## config.mk

```make
export PLATFORM = sky130hd
export DESIGN_NAME = wav_pcm_header_parser_unit
export DESIGN_NICKNAME = d
export VERILOG_FILES = /design/src/rtl/wph_pkg.sv /design/src/rtl/wph_div.sv /design/src/rtl/wph_ctrl.sv /design/src/rtl/wph_dp.sv /design/src/rtl/wav_pcm_header_parser_unit.sv
export VERILOG_INCLUDE_DIRS = /design/src /design/src/rtl
export SDC_FILE = /design/constraint.sdc
export NUM_CORES = 1
export LEC_CHECK = 0
export ABC_AREA = 1
export BUFFER_PORTS_ARGS = -buffer_cell sky130_fd_sc_hd__buf_2
export CORE_MARGIN = 8
export CORE_UTILIZATION = 35
export CTS_CLUSTER_DIAMETER = 120
export DETAILED_ROUTE_END_ITERATION = 6
export PLACE_DENSITY = 0.5
export SLEW_MARGIN = 20
export SYNTH_ARGS = -nofsm -noshare
export SYNTH_HDL_FRONTEND = slang
export SYNTH_HIERARCHICAL = 1
export SYNTH_SLANG_ARGS = --single-unit
```

## constraint.sdc

```tcl
create_clock -name clk -period 7.3 [get_ports clk]
set_clock_uncertainty 0.1 [all_clocks]
set_input_delay 1.825 -clock clk [delete_from_list [all_inputs] [get_ports clk]]
set_output_delay 1.825 -clock clk [all_outputs]
set_load 0.02 [all_outputs]
```

## src/rtl/wav_pcm_header_parser_unit_defines.svh

```systemverilog
// ----------------------------------------------------------------------------
// wav pcm header parser assertion macros
// concurrent check wrappers, compiled out when SYNTH is defined
// ----------------------------------------------------------------------------
`ifndef WAV_PCM_HEADER_PARSER_UNIT_DEFINES_SVH
`define WAV_PCM_HEADER_PARSER_UNIT_DEFINES_SVH

`ifndef SYNTH
// same-cycle implication
`define WPH_ASSERT_IMP(lbl, clk_s, rstn_s, ante, cons) \
	lbl: assert property (@(posedge clk_s) disable iff (!rstn_s) (ante) |-> (cons)) \
		else $error("wph check failed");
// next-cycle implication
`define WPH_ASSERT_NEXT(lbl, clk_s, rstn_s, ante, cons) \
	lbl: assert property (@(posedge clk_s) disable iff (!rstn_s) (ante) |=> (cons)) \
		else $error("wph check failed");
`else
`define WPH_ASSERT_IMP(lbl, clk_s, rstn_s, ante, cons)
`define WPH_ASSERT_NEXT(lbl, clk_s, rstn_s, ante, cons)
`endif

`endif

```

## src/rtl/wph_pkg.sv

```systemverilog
// ----------------------------------------------------------------------------
// wph_pkg
// shared constants and controller/datapath interface types
// ----------------------------------------------------------------------------
`default_nettype none

package wph_pkg;

	// result kinds
	localparam logic [1:0] KIND_ACCEPT = 2'd0;
	localparam logic [1:0] KIND_REJECT = 2'd1;
	localparam logic [1:0] KIND_AUDIO  = 2'd2;

	// tags, first byte in the low lane
	localparam logic [31:0] TAG_RIFF = 32'h4646_4952;
	localparam logic [31:0] TAG_WAVE = 32'h4556_4157;
	localparam logic [31:0] TAG_FMT  = 32'h2074_6D66;
	localparam logic [31:0] TAG_DATA = 32'h6174_6164;

	// last byte positions of the main header and of the data chunk header
	localparam logic [5:0] POS_HEAD_LAST  = 6'd35;
	localparam logic [5:0] POS_DSIZE_LAST = 6'd7;

	localparam int DIVIDEND_W = 32;
	localparam int FRAME_W    = 18;
	localparam int DIV_STEPS  = DIVIDEND_W;

	typedef struct packed {
		logic       head_byte;
		logic       dhdr_byte;
		logic [5:0] pos;
		logic       skip_load;
		logic       skip_dec;
		logic       div_start;
		logic       emit_reject;
		logic       emit_accept;
		logic       emit_audio;
	} wph_cmd_t;

	typedef struct packed {
		logic head_ok;
		logic tag_ok;
		logic skip_none;
		logic skip_done;
		logic div_done;
		logic frames_zero;
		logic frame_end;
		logic frames_one;
		logic out_busy;
	} wph_sts_t;

endpackage

`default_nettype wire

```

## src/rtl/wph_div.sv

```systemverilog
// ----------------------------------------------------------------------------
// wph_div
// restoring divider, one quotient bit per cycle
// ----------------------------------------------------------------------------
`default_nettype none

module wph_div (
	input  logic                            clk,
	input  logic                            arst_n,
	input  logic                            start,
	input  logic [wph_pkg::DIVIDEND_W-1:0]  dividend,
	input  logic [wph_pkg::FRAME_W-1:0]     divisor,
	output logic                            done,
	output logic [wph_pkg::DIVIDEND_W-1:0]  quotient
);
	import wph_pkg::*;

	localparam int CW = $clog2(DIV_STEPS);

	logic [CW-1:0]         cnt_q;
	logic                  busy_q;
	logic                  done_q;
	logic [FRAME_W-1:0]    rem_q;
	logic [FRAME_W-1:0]    dvs_q;
	logic [DIVIDEND_W-1:0] quo_q;
	logic [FRAME_W:0]      shifted;
	logic                  fits;

	assign shifted = {rem_q, quo_q[DIVIDEND_W-1]};
	assign fits    = shifted >= {1'b0, dvs_q};

	always_ff @(posedge clk or negedge arst_n) begin
		if (!arst_n) begin
			busy_q <= 1'b0;
			done_q <= 1'b0;
			cnt_q  <= '0;
		end else if (start) begin
			busy_q <= 1'b1;
			done_q <= 1'b0;
			cnt_q  <= '0;
		end else if (busy_q) begin
			if (cnt_q == CW'(DIV_STEPS - 1)) begin
				busy_q <= 1'b0;
				done_q <= 1'b1;
			end
			cnt_q <= cnt_q + 1'b1;
		end
	end

	always_ff @(posedge clk) begin
		if (start) begin
			rem_q <= '0;
			quo_q <= dividend;
			dvs_q <= divisor;
		end else if (busy_q) begin
			rem_q <= fits ? FRAME_W'(shifted - {1'b0, dvs_q}) : shifted[FRAME_W-1:0];
			quo_q <= {quo_q[DIVIDEND_W-2:0], fits};
		end
	end

	assign done     = done_q;
	assign quotient = quo_q;

endmodule

`default_nettype wire

```

## src/rtl/wph_ctrl.sv

```systemverilog
// ----------------------------------------------------------------------------
// wph_ctrl
// parse phase sequencer, byte position and input flow control
// ----------------------------------------------------------------------------
`default_nettype none

module wph_ctrl (
	input  logic              clk,
	input  logic              arst_n,
	input  logic              file_valid,
	input  logic              restart,
	input  wph_pkg::wph_sts_t sts,
	output logic              file_stall,
	output wph_pkg::wph_cmd_t cmd
);
	import wph_pkg::*;

	localparam logic [2:0] S_WAIT  = 3'd0;
	localparam logic [2:0] S_HEAD  = 3'd1;
	localparam logic [2:0] S_SKIP  = 3'd2;
	localparam logic [2:0] S_DHDR  = 3'd3;
	localparam logic [2:0] S_AUDIO = 3'd4;
	localparam logic [2:0] S_DIV   = 3'd5;

	logic [2:0] state_q, state_d, cur_state;
	logic [5:0] pos_q, pos_d, cur_pos;
	logic       take;

	assign file_stall = (state_q == S_DIV) || sts.out_busy;
	assign take       = file_valid && !file_stall;

	// restart drops whatever was going on and starts a header at this byte
	assign cur_state = restart ? S_HEAD : state_q;
	assign cur_pos   = restart ? 6'd0 : pos_q;

	always_comb begin
		cmd     = '0;
		cmd.pos = cur_pos;
		state_d = state_q;
		pos_d   = pos_q;
		if (state_q == S_DIV) begin
			if (sts.div_done && !sts.out_busy) begin
				cmd.emit_accept = 1'b1;
				state_d = sts.frames_zero ? S_WAIT : S_AUDIO;
			end
		end else if (take) begin
			case (cur_state)
				S_HEAD: begin
					if (!sts.head_ok) begin
						cmd.emit_reject = 1'b1;
						state_d = S_WAIT;
						pos_d   = 6'd0;
					end else begin
						cmd.head_byte = 1'b1;
						if (cur_pos == POS_HEAD_LAST) begin
							cmd.skip_load = 1'b1;
							pos_d   = 6'd0;
							state_d = sts.skip_none ? S_DHDR : S_SKIP;
						end else begin
							pos_d   = cur_pos + 6'd1;
							state_d = S_HEAD;
						end
					end
				end
				S_SKIP: begin
					cmd.skip_dec = 1'b1;
					if (sts.skip_done) begin
						pos_d   = 6'd0;
						state_d = S_DHDR;
					end
				end
				S_DHDR: begin
					if (cur_pos < 6'd4 && !sts.tag_ok) begin
						cmd.emit_reject = 1'b1;
						state_d = S_WAIT;
						pos_d   = 6'd0;
					end else begin
						cmd.dhdr_byte = 1'b1;
						if (cur_pos == POS_DSIZE_LAST) begin
							cmd.div_start = 1'b1;
							pos_d   = 6'd0;
							state_d = S_DIV;
						end else begin
							pos_d = cur_pos + 6'd1;
						end
					end
				end
				S_AUDIO: begin
					cmd.emit_audio = 1'b1;
					if (sts.frame_end && sts.frames_one) begin
						state_d = S_WAIT;
					end
				end
				default: ;
			endcase
		end
	end

	always_ff @(posedge clk or negedge arst_n) begin
		if (!arst_n) begin
			state_q <= S_WAIT;
			pos_q   <= 6'd0;
		end else begin
			state_q <= state_d;
			pos_q   <= pos_d;
		end
	end

endmodule

`default_nettype wire

```

## src/rtl/wph_dp.sv

```systemverilog
// ----------------------------------------------------------------------------
// wph_dp
// header field capture, byte checks, counters, divider and result register
// ----------------------------------------------------------------------------
`default_nettype none

module wph_dp (
	input  logic              clk,
	input  logic              arst_n,
	input  logic [7:0]        file_byte,
	input  wph_pkg::wph_cmd_t cmd,
	input  logic              res_stall,
	output wph_pkg::wph_sts_t sts,
	output logic              res_valid,
	output logic [1:0]        kind,
	output logic [7:0]        audio_byte,
	output logic [31:0]       sample_rate,
	output logic [15:0]       channel_count,
	output logic [1:0]        bytes_per_sample,
	output logic [31:0]       frame_count,
	output logic              last
);
	import wph_pkg::*;

	logic [31:0]         fmt_q;
	logic [15:0]         ch_q;
	logic [31:0]         rate_q;
	logic [1:0]          sbytes_q;
	logic [FRAME_W-1:0]  fsz_q;
	logic [31:0]         skip_q;
	logic [23:0]         dsize_q;
	logic [31:0]         frames_q;
	logic [FRAME_W-1:0]  bif_q;

	logic                  div_done;
	logic [DIVIDEND_W-1:0] quotient;
	logic [FRAME_W-1:0]    fsz_new;
	logic [4:0]            lane;
	logic                  head_ok;
	logic                  frame_end;
	logic                  last_byte;

	logic        res_valid_q;
	logic [1:0]  kind_q;
	logic [7:0]  audio_q;
	logic [31:0] rate_out_q;
	logic [15:0] ch_out_q;
	logic [1:0]  bps_out_q;
	logic [31:0] frames_out_q;
	logic        last_q;

	wph_div u_div (
		.clk      (clk),
		.arst_n   (arst_n),
		.start    (cmd.div_start),
		.dividend ({file_byte, dsize_q}),
		.divisor  (fsz_q),
		.done     (div_done),
		.quotient (quotient)
	);

	assign lane = {cmd.pos[1:0], 3'b000};

	// header byte checks by position
	always_comb begin
		case (cmd.pos) inside
			[6'd0:6'd3]:   head_ok = file_byte == TAG_RIFF[lane +: 8];
			[6'd4:6'd7]:   head_ok = 1'b1;
			[6'd8:6'd11]:  head_ok = file_byte == TAG_WAVE[lane +: 8];
			[6'd12:6'd15]: head_ok = file_byte == TAG_FMT[lane +: 8];
			[6'd16:6'd18]: head_ok = 1'b1;
			6'd19:         head_ok = (file_byte != 8'd0) || (fmt_q[23:8] != 16'd0)
			                         || (fmt_q[7:4] != 4'd0);
			6'd20:         head_ok = file_byte == 8'd1;
			6'd21:         head_ok = file_byte == 8'd0;
			6'd22:         head_ok = 1'b1;
			6'd23:         head_ok = (file_byte != 8'd0) || (ch_q[7:0] != 8'd0);
			[6'd24:6'd26]: head_ok = 1'b1;
			6'd27:         head_ok = (file_byte != 8'd0) || (rate_q[23:0] != 24'd0);
			[6'd28:6'd33]: head_ok = 1'b1;
			6'd34:         head_ok = (file_byte == 8'd8) || (file_byte == 8'd16)
			                         || (file_byte == 8'd24);
			6'd35:         head_ok = file_byte == 8'd0;
			default:       head_ok = 1'b0;
		endcase
	end

	// channels times one, two or three bytes
	assign fsz_new = (file_byte[4] ? {1'b0, ch_q, 1'b0} : {FRAME_W{1'b0}})
	               + (file_byte[3] ? {2'b00, ch_q} : {FRAME_W{1'b0}});

	assign frame_end = ({1'b0, bif_q} + {{FRAME_W{1'b0}}, 1'b1}) >= {1'b0, fsz_q};
	assign last_byte = frame_end && (frames_q == 32'd1);

	always_comb begin
		sts             = '0;
		sts.head_ok     = head_ok;
		sts.tag_ok      = file_byte == TAG_DATA[lane +: 8];
		sts.skip_none   = fmt_q == 32'd16;
		sts.skip_done   = skip_q == 32'd1;
		sts.div_done    = div_done;
		sts.frames_zero = quotient == '0;
		sts.frame_end   = frame_end;
		sts.frames_one  = frames_q == 32'd1;
		sts.out_busy    = res_valid_q && res_stall;
	end

	always_ff @(posedge clk) begin
		if (cmd.head_byte) begin
			case (cmd.pos) inside
				[6'd16:6'd19]: fmt_q[lane +: 8] <= file_byte;
				[6'd22:6'd23]: ch_q[{cmd.pos[0], 3'b000} +: 8] <= file_byte;
				[6'd24:6'd27]: rate_q[lane +: 8] <= file_byte;
				6'd34: begin
					sbytes_q <= file_byte[4:3];
					fsz_q    <= fsz_new;
				end
				default: ;
			endcase
		end
		if (cmd.skip_load) begin
			skip_q <= fmt_q - 32'd16;
		end else if (cmd.skip_dec) begin
			skip_q <= skip_q - 32'd1;
		end
		if (cmd.dhdr_byte && cmd.pos[2] && (cmd.pos[1:0] != 2'd3)) begin
			dsize_q[lane +: 8] <= file_byte;
		end
		if (cmd.emit_accept) begin
			frames_q <= quotient;
			bif_q    <= '0;
		end else if (cmd.emit_audio) begin
			if (frame_end) begin
				bif_q    <= '0;
				frames_q <= frames_q - 32'd1;
			end else begin
				bif_q <= bif_q + 1'b1;
			end
		end
	end

	// result register
	always_ff @(posedge clk or negedge arst_n) begin
		if (!arst_n) begin
			res_valid_q <= 1'b0;
		end else if (cmd.emit_reject || cmd.emit_accept || cmd.emit_audio) begin
			res_valid_q <= 1'b1;
		end else if (!res_stall) begin
			res_valid_q <= 1'b0;
		end
	end

	always_ff @(posedge clk) begin
		if (cmd.emit_accept) begin
			kind_q       <= KIND_ACCEPT;
			audio_q      <= 8'd0;
			rate_out_q   <= rate_q;
			ch_out_q     <= ch_q;
			bps_out_q    <= sbytes_q;
			frames_out_q <= quotient;
			last_q       <= 1'b0;
		end else if (cmd.emit_audio) begin
			kind_q       <= KIND_AUDIO;
			audio_q      <= file_byte;
			rate_out_q   <= 32'd0;
			ch_out_q     <= 16'd0;
			bps_out_q    <= 2'd0;
			frames_out_q <= 32'd0;
			last_q       <= last_byte;
		end else if (cmd.emit_reject) begin
			kind_q       <= KIND_REJECT;
			audio_q      <= 8'd0;
			rate_out_q   <= 32'd0;
			ch_out_q     <= 16'd0;
			bps_out_q    <= 2'd0;
			frames_out_q <= 32'd0;
			last_q       <= 1'b0;
		end
	end

	assign res_valid        = res_valid_q;
	assign kind             = kind_q;
	assign audio_byte       = audio_q;
	assign sample_rate      = rate_out_q;
	assign channel_count    = ch_out_q;
	assign bytes_per_sample = bps_out_q;
	assign frame_count      = frames_out_q;
	assign last             = last_q;

endmodule

`default_nettype wire

```

## src/rtl/wav_pcm_header_parser_unit.sv

```systemverilog
// ----------------------------------------------------------------------------
// wav_pcm_header_parser_unit
// byte-serial wav pcm header check with audio pass-through
// ----------------------------------------------------------------------------
//
//  channel   handshake               payload
//  -------   ---------------------   -----------------------------------------
//  file      file_valid/file_stall   file_byte, restart
//  result    res_valid/res_stall     kind, audio_byte, sample_rate,
//                                    channel_count, bytes_per_sample,
//                                    frame_count, last
//
//  one file byte per cycle through header, skip, data header and audio
//  the frame count comes from a one bit per cycle divider: after the last
//  data-size byte the file side stalls through the divide and the accept beat
//  a full result register stalled downstream also stalls the file side
//  arst_n clears the phase, position and valid flags; no clearing pass
//
`default_nettype none

`include "wav_pcm_header_parser_unit_defines.svh"

module wav_pcm_header_parser_unit (
	input  logic        clk,
	input  logic        arst_n,
	// file byte beats
	input  logic        file_valid,
	output logic        file_stall,
	input  logic [7:0]  file_byte,
	input  logic        restart,
	// result beats
	output logic        res_valid,
	input  logic        res_stall,
	output logic [1:0]  kind,
	output logic [7:0]  audio_byte,
	output logic [31:0] sample_rate,
	output logic [15:0] channel_count,
	output logic [1:0]  bytes_per_sample,
	output logic [31:0] frame_count,
	output logic        last
);
	import wph_pkg::*;

	// commands from the sequencer, status back from the datapath
	wph_cmd_t cmd;
	wph_sts_t sts;

	// sequencer: phase, byte position, input stall
	wph_ctrl u_ctrl (
		.clk        (clk),
		.arst_n     (arst_n),
		.file_valid (file_valid),
		.restart    (restart),
		.sts        (sts),
		.file_stall (file_stall),
		.cmd        (cmd)
	);

	// datapath: captured fields, byte checks, frame counters, divider, result beat
	wph_dp u_dp (
		.clk              (clk),
		.arst_n           (arst_n),
		.file_byte        (file_byte),
		.cmd              (cmd),
		.res_stall        (res_stall),
		.sts              (sts),
		.res_valid        (res_valid),
		.kind             (kind),
		.audio_byte       (audio_byte),
		.sample_rate      (sample_rate),
		.channel_count    (channel_count),
		.bytes_per_sample (bytes_per_sample),
		.frame_count      (frame_count),
		.last             (last)
	);

	// an accept beat only follows a header that passed every field check
	`WPH_ASSERT_IMP(a_accept_fields, clk, arst_n, res_valid && (kind == KIND_ACCEPT), (sample_rate != 32'd0) && (channel_count != 16'd0) && (bytes_per_sample != 2'd0))
	// the end-of-data mark only rides on audio beats
	`WPH_ASSERT_IMP(a_last_audio_only, clk, arst_n, res_valid && last, kind == KIND_AUDIO)
	// once the division starts no file byte is taken
	`WPH_ASSERT_NEXT(a_div_stalls_input, clk, arst_n, cmd.div_start, file_stall)

endmodule

`default_nettype wire

```

# Word-level counts from Yosys, hierarchy flattened
# Cells that the tools add are included.
[word_totals]
ff_bits = 384
out_inout_bits = 95
elab_cells = 259
[op_classes]
addsub = 11
magnitude_cmp = 21
n_eq_ne = 33
shifts = 10
muxes = 99
bitwise = 4
n_reduce_logical = 55
[op_table]
columns = ["operator", "count"]
rows = [
  ["32-bit two-way mux", 11],
  ["32-bit by 6-bit indexed part select with 8-bit output, first input constant", 4],
  ["32-bit bitwise mux", 2],
  ["32-bit by 1-bit equality test with 1-bit output, second input constant", 2],
  ["16-bit two-way mux", 4],
  ["32-bit by 1-bit subtractor with 32-bit output, second input constant", 2],
  ["1-bit two-way mux", 44],
  ["19-bit by 18-bit greater-or-equal comparator with 1-bit output", 2],
  ["6-bit by 5-bit equality test with 1-bit output, second input constant", 6],
  ["18-bit two-way mux", 2],
  ["6-bit two-way mux", 6],
  ["3-bit two-way mux", 11],
  ["32-bit by 5-bit equality test with 1-bit output, second input constant", 1],
  ["8-bit equality test", 4],
  ["32-bit zero test", 1],
  ["8-bit by 7-bit variable shift with 32-bit output, first input constant", 1],
  ["8-bit by 7-bit indexed part select with 32-bit output", 1],
  ["32-bit by 5-bit subtractor with 32-bit output, second input constant", 1],
  ["6-bit by 5-bit less-or-equal comparator with 1-bit output, second input constant", 5],
  ["24-bit bitwise mux", 1],
  ["6-bit by 5-bit greater-or-equal comparator with 1-bit output, second input constant", 4],
  ["24-bit nonzero test", 1],
  ["8-bit by 7-bit variable shift with 24-bit output, first input constant", 1],
  ["8-bit by 7-bit indexed part select with 24-bit output", 1],
  ["58 further kinds", 115],
]

# Longest topological paths before layout
[logic_depth]
ltp_word = 24
mapped_depth = 25

# Hierarchy
# Netlist, hierarchy kept.
[by_module_without_submodules]
columns = ["module", "instances", "cells_each", "area_each_um2", "seq_area_each_um2"]
rows = [
  ["wph_dp", 1, 1711, 15581.2, 8713.4],
  ["wph_div", 1, 554, 4366.7, 2037.0],
  ["wph_ctrl", 1, 139, 915.9, 225.2],
]

# Least setup slack after synthesis
# OpenSTA, ideal clock, no wires.
[synth_path]
path_kind = "input -> register"
startpoint = "input restart"
endpoint = "register u_dp.u_div.quo_q[0] (netlist: u_dp/u_div/quotient[0]) (enable)"
setup_ns = 0.409
arrival_time_ns = 6.635
t_required_ns = 6.791
slack_ns = 0.156
cell_stages = 15
path_buffers = 2
path_cell_list = "nor2_1 > inv_1 > ha_1 > inv_1 > o21ai_0 > a21oi_1 > and3_1 > inv_1 > nand3_2 > nand2_4 > nor3_1 > clkbuf_1 > nor2_1 > inv_1 > clkbuf_1"
[synth_rtl]
columns = ["element", "line_no", "rtl"]
rows = [
  ["start: declaration", "wav_pcm_header_parser_unit.sv:30", "input logic restart,"],
  ["end signal: assignment", "wph_div.sv:53", "quo_q <= dividend;"],
  ["end signal: assignment", "wph_div.sv:57", "quo_q <= {quo_q[DIVIDEND_W-2:0], fits};"],
  ["end: declaration", "wph_div.sv:25", "logic [DIVIDEND_W-1:0] quo_q;"],
]

==> results.tsv <==
stage	metric	value	unit
status	status	complete, no violations	
route	Via density	4.78	
worst_hold_path	hold path endpoint	u_dp/u_div/dvs_q[2]$_DFFE_PP_	
global_routing	first-pass GRT wire length	88800	um
yosys	Post-synth EDFFs	320	
yosys	Ys Warns	6	
clocking	CTS Buf Count	45	
clocking	H-tree depth	2	
die	Die Ht	260	um
critical_path	critical path class	in2reg	
yosys	post-synthesis cell area	20900	um2
global_routing	GRT overflow	0	
clocking	Post-CTS Resized	0	
timing	f_max	0.171	GHz
timing	Tightest Pin Transition	1.03	ns
place	placed wire-length estimate	42800	um
yosys	post-synth top area share	0.461	
worst_hold_path	critical hold path startpoint	u_dp/fsz_q[2]$_DFFE_PP_	
die	CORE AREA	59000	um2
die	die width	260	um
die	I/O Pins	108	
die	Rows	89	
critical_path	CP Launch Type	input port	
die	Die ar.	67700	um2
yosys	Synth Flop Type	edfxtp_1	
pwr	VDD IR max	0.165	mV
yosys	post-synth cell types	60	
cells_and_area	area grow syn2layout	13.3	%
cells_and_area	layout cell share with drive strength beyond 1	0.105	
route	Detail Route Antenna Nets	0	
yosys	syn nets	2501	
critical_path	Required @ worst endpoint	7.46	ns
critical_path	Worst Path Max Fanout	72	
critical_path	worst r2r dst	u_dp/frame_count[12]$_SDFFCE_PN0P_	
timing	final slew viol count	0	
timing	RSZ-0062 raised after global routing	false	
route	DRC Markers	0	
clocking	Clk pin slew, worst setup/hold paths	0.06	ns
clocking	clock sink count	384	
critical_path	worst reg-to-reg path cell count	16	
worst_hold_path	hold depth	0	
timing	post-layout min period	5.84	ns
critical_path	worst r2r src	u_ctrl/pos_q[0]$_DFFE_PN0P_	
yosys	Mapped Avg Cell Area	8.68	um2
route	first-pass iteration count of the detailed router	6	
job	MaxCap Viol Count	0	
pwr	pwr dens	196	nW/um2
clocking	cts hold-fix bufs	0	
route	DR WL/cell	17.1	um
yosys	most frequent cell after synthesis	nand2_1	
critical_path	crit path DAT	6.00	ns
yosys	Syn Inst Count	2404	
cells_and_area	FILL cells	5950	
pwr	P_leak	11.1	nW
timing	worst hold slack	0.345	ns
global_routing	Global Route Usage Sum	0.166	
clocking	CTS root buf	clkbuf_16	
route	vias post-DR	15927	
die	initial core utilization	0.354	
yosys	commonest cells in the netlist	nand2_1, inv_1, edfxtp_1	
critical_path	Worst setup EP type	flip-flop	
global_routing	largest net degree at the start of global routing	95	
worst_hold_path	HP Class	reg2reg	
yosys	Yosys reg bits	384	
global_routing	initial antenna violation count	1	
clocking	CTS tree	built	
timing	Final Hold Viols	0	
timing	max_slew headroom	0.310	
yosys	Area contributors post-synth	edfxtp_1, nand2_1, inv_1	
timing	Setup TNS	0	ns
clocking	Post-CTS Setup Bufs	0	
clocking	Bufs on Longest Clock Path	3	
place	Routability Congestion	0.907	
critical_path	R2R Setup Slk	2.57	ns
timing	fin crit share	0.801	
route	initial DRC count	1005	
cells_and_area	post-layout util	0.400	
timing	final setup vio count	0	
yosys	register area share after synthesis	0.526	
yosys	post-synth top area cell	edfxtp_1	
yosys	asr flop ratio synth	0.0443	
route	drt total wl	57000	um
cells_and_area	nets	2619	
clocking	worst-skew pair later-pin latency	0.57	ns
place	port bufs	107	
global_routing	vias in the first global route	15495	
-- power breakdown --
part           switching [mW]  internal (mW)  leakage (nW)  total [mW]
logic                   0.100         0.0339          6.71       0.134
clock network           0.905           1.21         0.664        2.11
registers             0.00628           2.37          3.77        2.38
total                    1.01           3.61          11.1        4.63
-- through the flow --
stage	total power [mW]	std cells	setup slack, ns	area, um2
floorplan	2.50	2404	0.156	20900
global placement	2.56	3248	0.977	22200
detailed placement	2.56	3248	0.924	22200
CTS	4.70	3330	1.52	23600
global route	4.78	3330	1.06	23600
finish	4.63	3331	1.46	23600
-- cell families (layout without fill, tap and decap cells) --
logic type / Yosys count / after routing / share of synthesized area
AOI/OAI and AO/OA: 184 / 184 / 0.0492
DFF: 384 / 384 / 0.526
adders and majority gates: 84 / 84 / 0.0511
and+or+nand+nor: 1228 / 1228 / 0.255
xor gates and xnor gates: 86 / 86 / 0.0361
buffers and inverters: 438 / 591 / 0.0825
other: 0 / 1 / 0
-- metal layers --
| metal | GRT usage | wire length, um | vias to the layer above |
|---|---|---|---|
| li1 | - | - | 8006 |
| met5 | 0 | 0 | - |
| met2 | 0.267 | 25800 | 370 |
| met4 | 0.0490 | 1540 | 0 |
| met3 | 0.0260 | 2630 | 84 |
| met1 | 0.229 | 27100 | 7467 |
-- critical path, cell delays in order --
cell,delay (ns)
buf_2,0.16
inv_4,0.09
nand2_1,0.10
inv_1,0.18
inv_1,0.25
ha_1,0.30
inv_1,0.18
ha_1,0.31
nand2_1,0.05
nor4_1,0.27
nor2_1,0.09
nand3_1,0.18
inv_1,0.13
a2bb2oi_1,0.17
nor2_1,0.09
nor2_1,0.73
clkinv_2,0.46
buf_12,0.35
-- final cells by class --
cell class                 instances  area [um2]  area share
clock inverter                    25         144     0.00609
inverter                         389        1470      0.0620
antenna                            1        2.50    0.000106
sequential                       384       11000       0.464
clock buffer                      57        1240      0.0526
tap                              773         967      0.0409
timing repair buffer             120         646      0.0273
multi-input combinational       1582        8190       0.346
-- placed cells by master, fill, tap and decap left out, drive strengths merged, types with 2 or more instances in the layout --
cell        n
nand2     683
inv       387
edfxtp    320
nor2      294
buf       120
nand3     115
o21ai      99
ha         82
clkbuf     57
xor2       56
a21oi      55
dfxtp      47
nand4      47
nor3       37
xnor2      30
clkinv     21
nor4       19
dfrtp      17
nand3b     16
or2         9
a31oi       8
clkinvlp    6
o31ai       4
and3        3
a22oi       3
or3         3
o211ai      2
o2111ai     2
a32oi       2
o21a        2
o21bai      2
a22o        2
fa          2
-- flip-flops by register name, summed over array words and instances, names as in the netlist, 3 cells and up --
name                 count
u_ctrl/state_q           3
u_dp/dsize_q            24
u_dp/audio_byte          8
u_dp/channel_count      16
u_dp/u_div/cnt_q         5
u_dp/fsz_q              18
u_dp/sample_rate        32
u_dp/u_div/rem_q        18
u_dp/bif_q              18
u_dp/frames_q           32
u_dp/u_div/dvs_q        18
u_dp/fmt_q              32
u_dp/skip_q             32
u_dp/ch_q               16
u_dp/rate_q             32
u_dp/frame_count        32
u_dp/u_div/quotient     32
u_ctrl/pos_q             6
-- worst max-delay path by stage --
stage	startpoint	endpoint	slack (ns)	cells after the start
4_1_cts	restart	u_dp/frame_count[16]$_SDFFCE_PN0P_	1.52	18
3_3_place_gp	restart	u_dp/frame_count[18]$_SDFFCE_PN0P_	0.98	18
2_1_floorplan	restart	u_dp/u_div/quotient[0]$_DFFE_PP_	0.16	15
3_5_place_dp	restart	u_dp/frame_count[12]$_SDFFCE_PN0P_	0.92	18
6_report	restart	u_dp/frame_count[12]$_SDFFCE_PN0P_	1.46	18
5_1_grt	restart	u_dp/frame_count[16]$_SDFFCE_PN0P_	1.06	18
(Power assumes the default switching activity.)
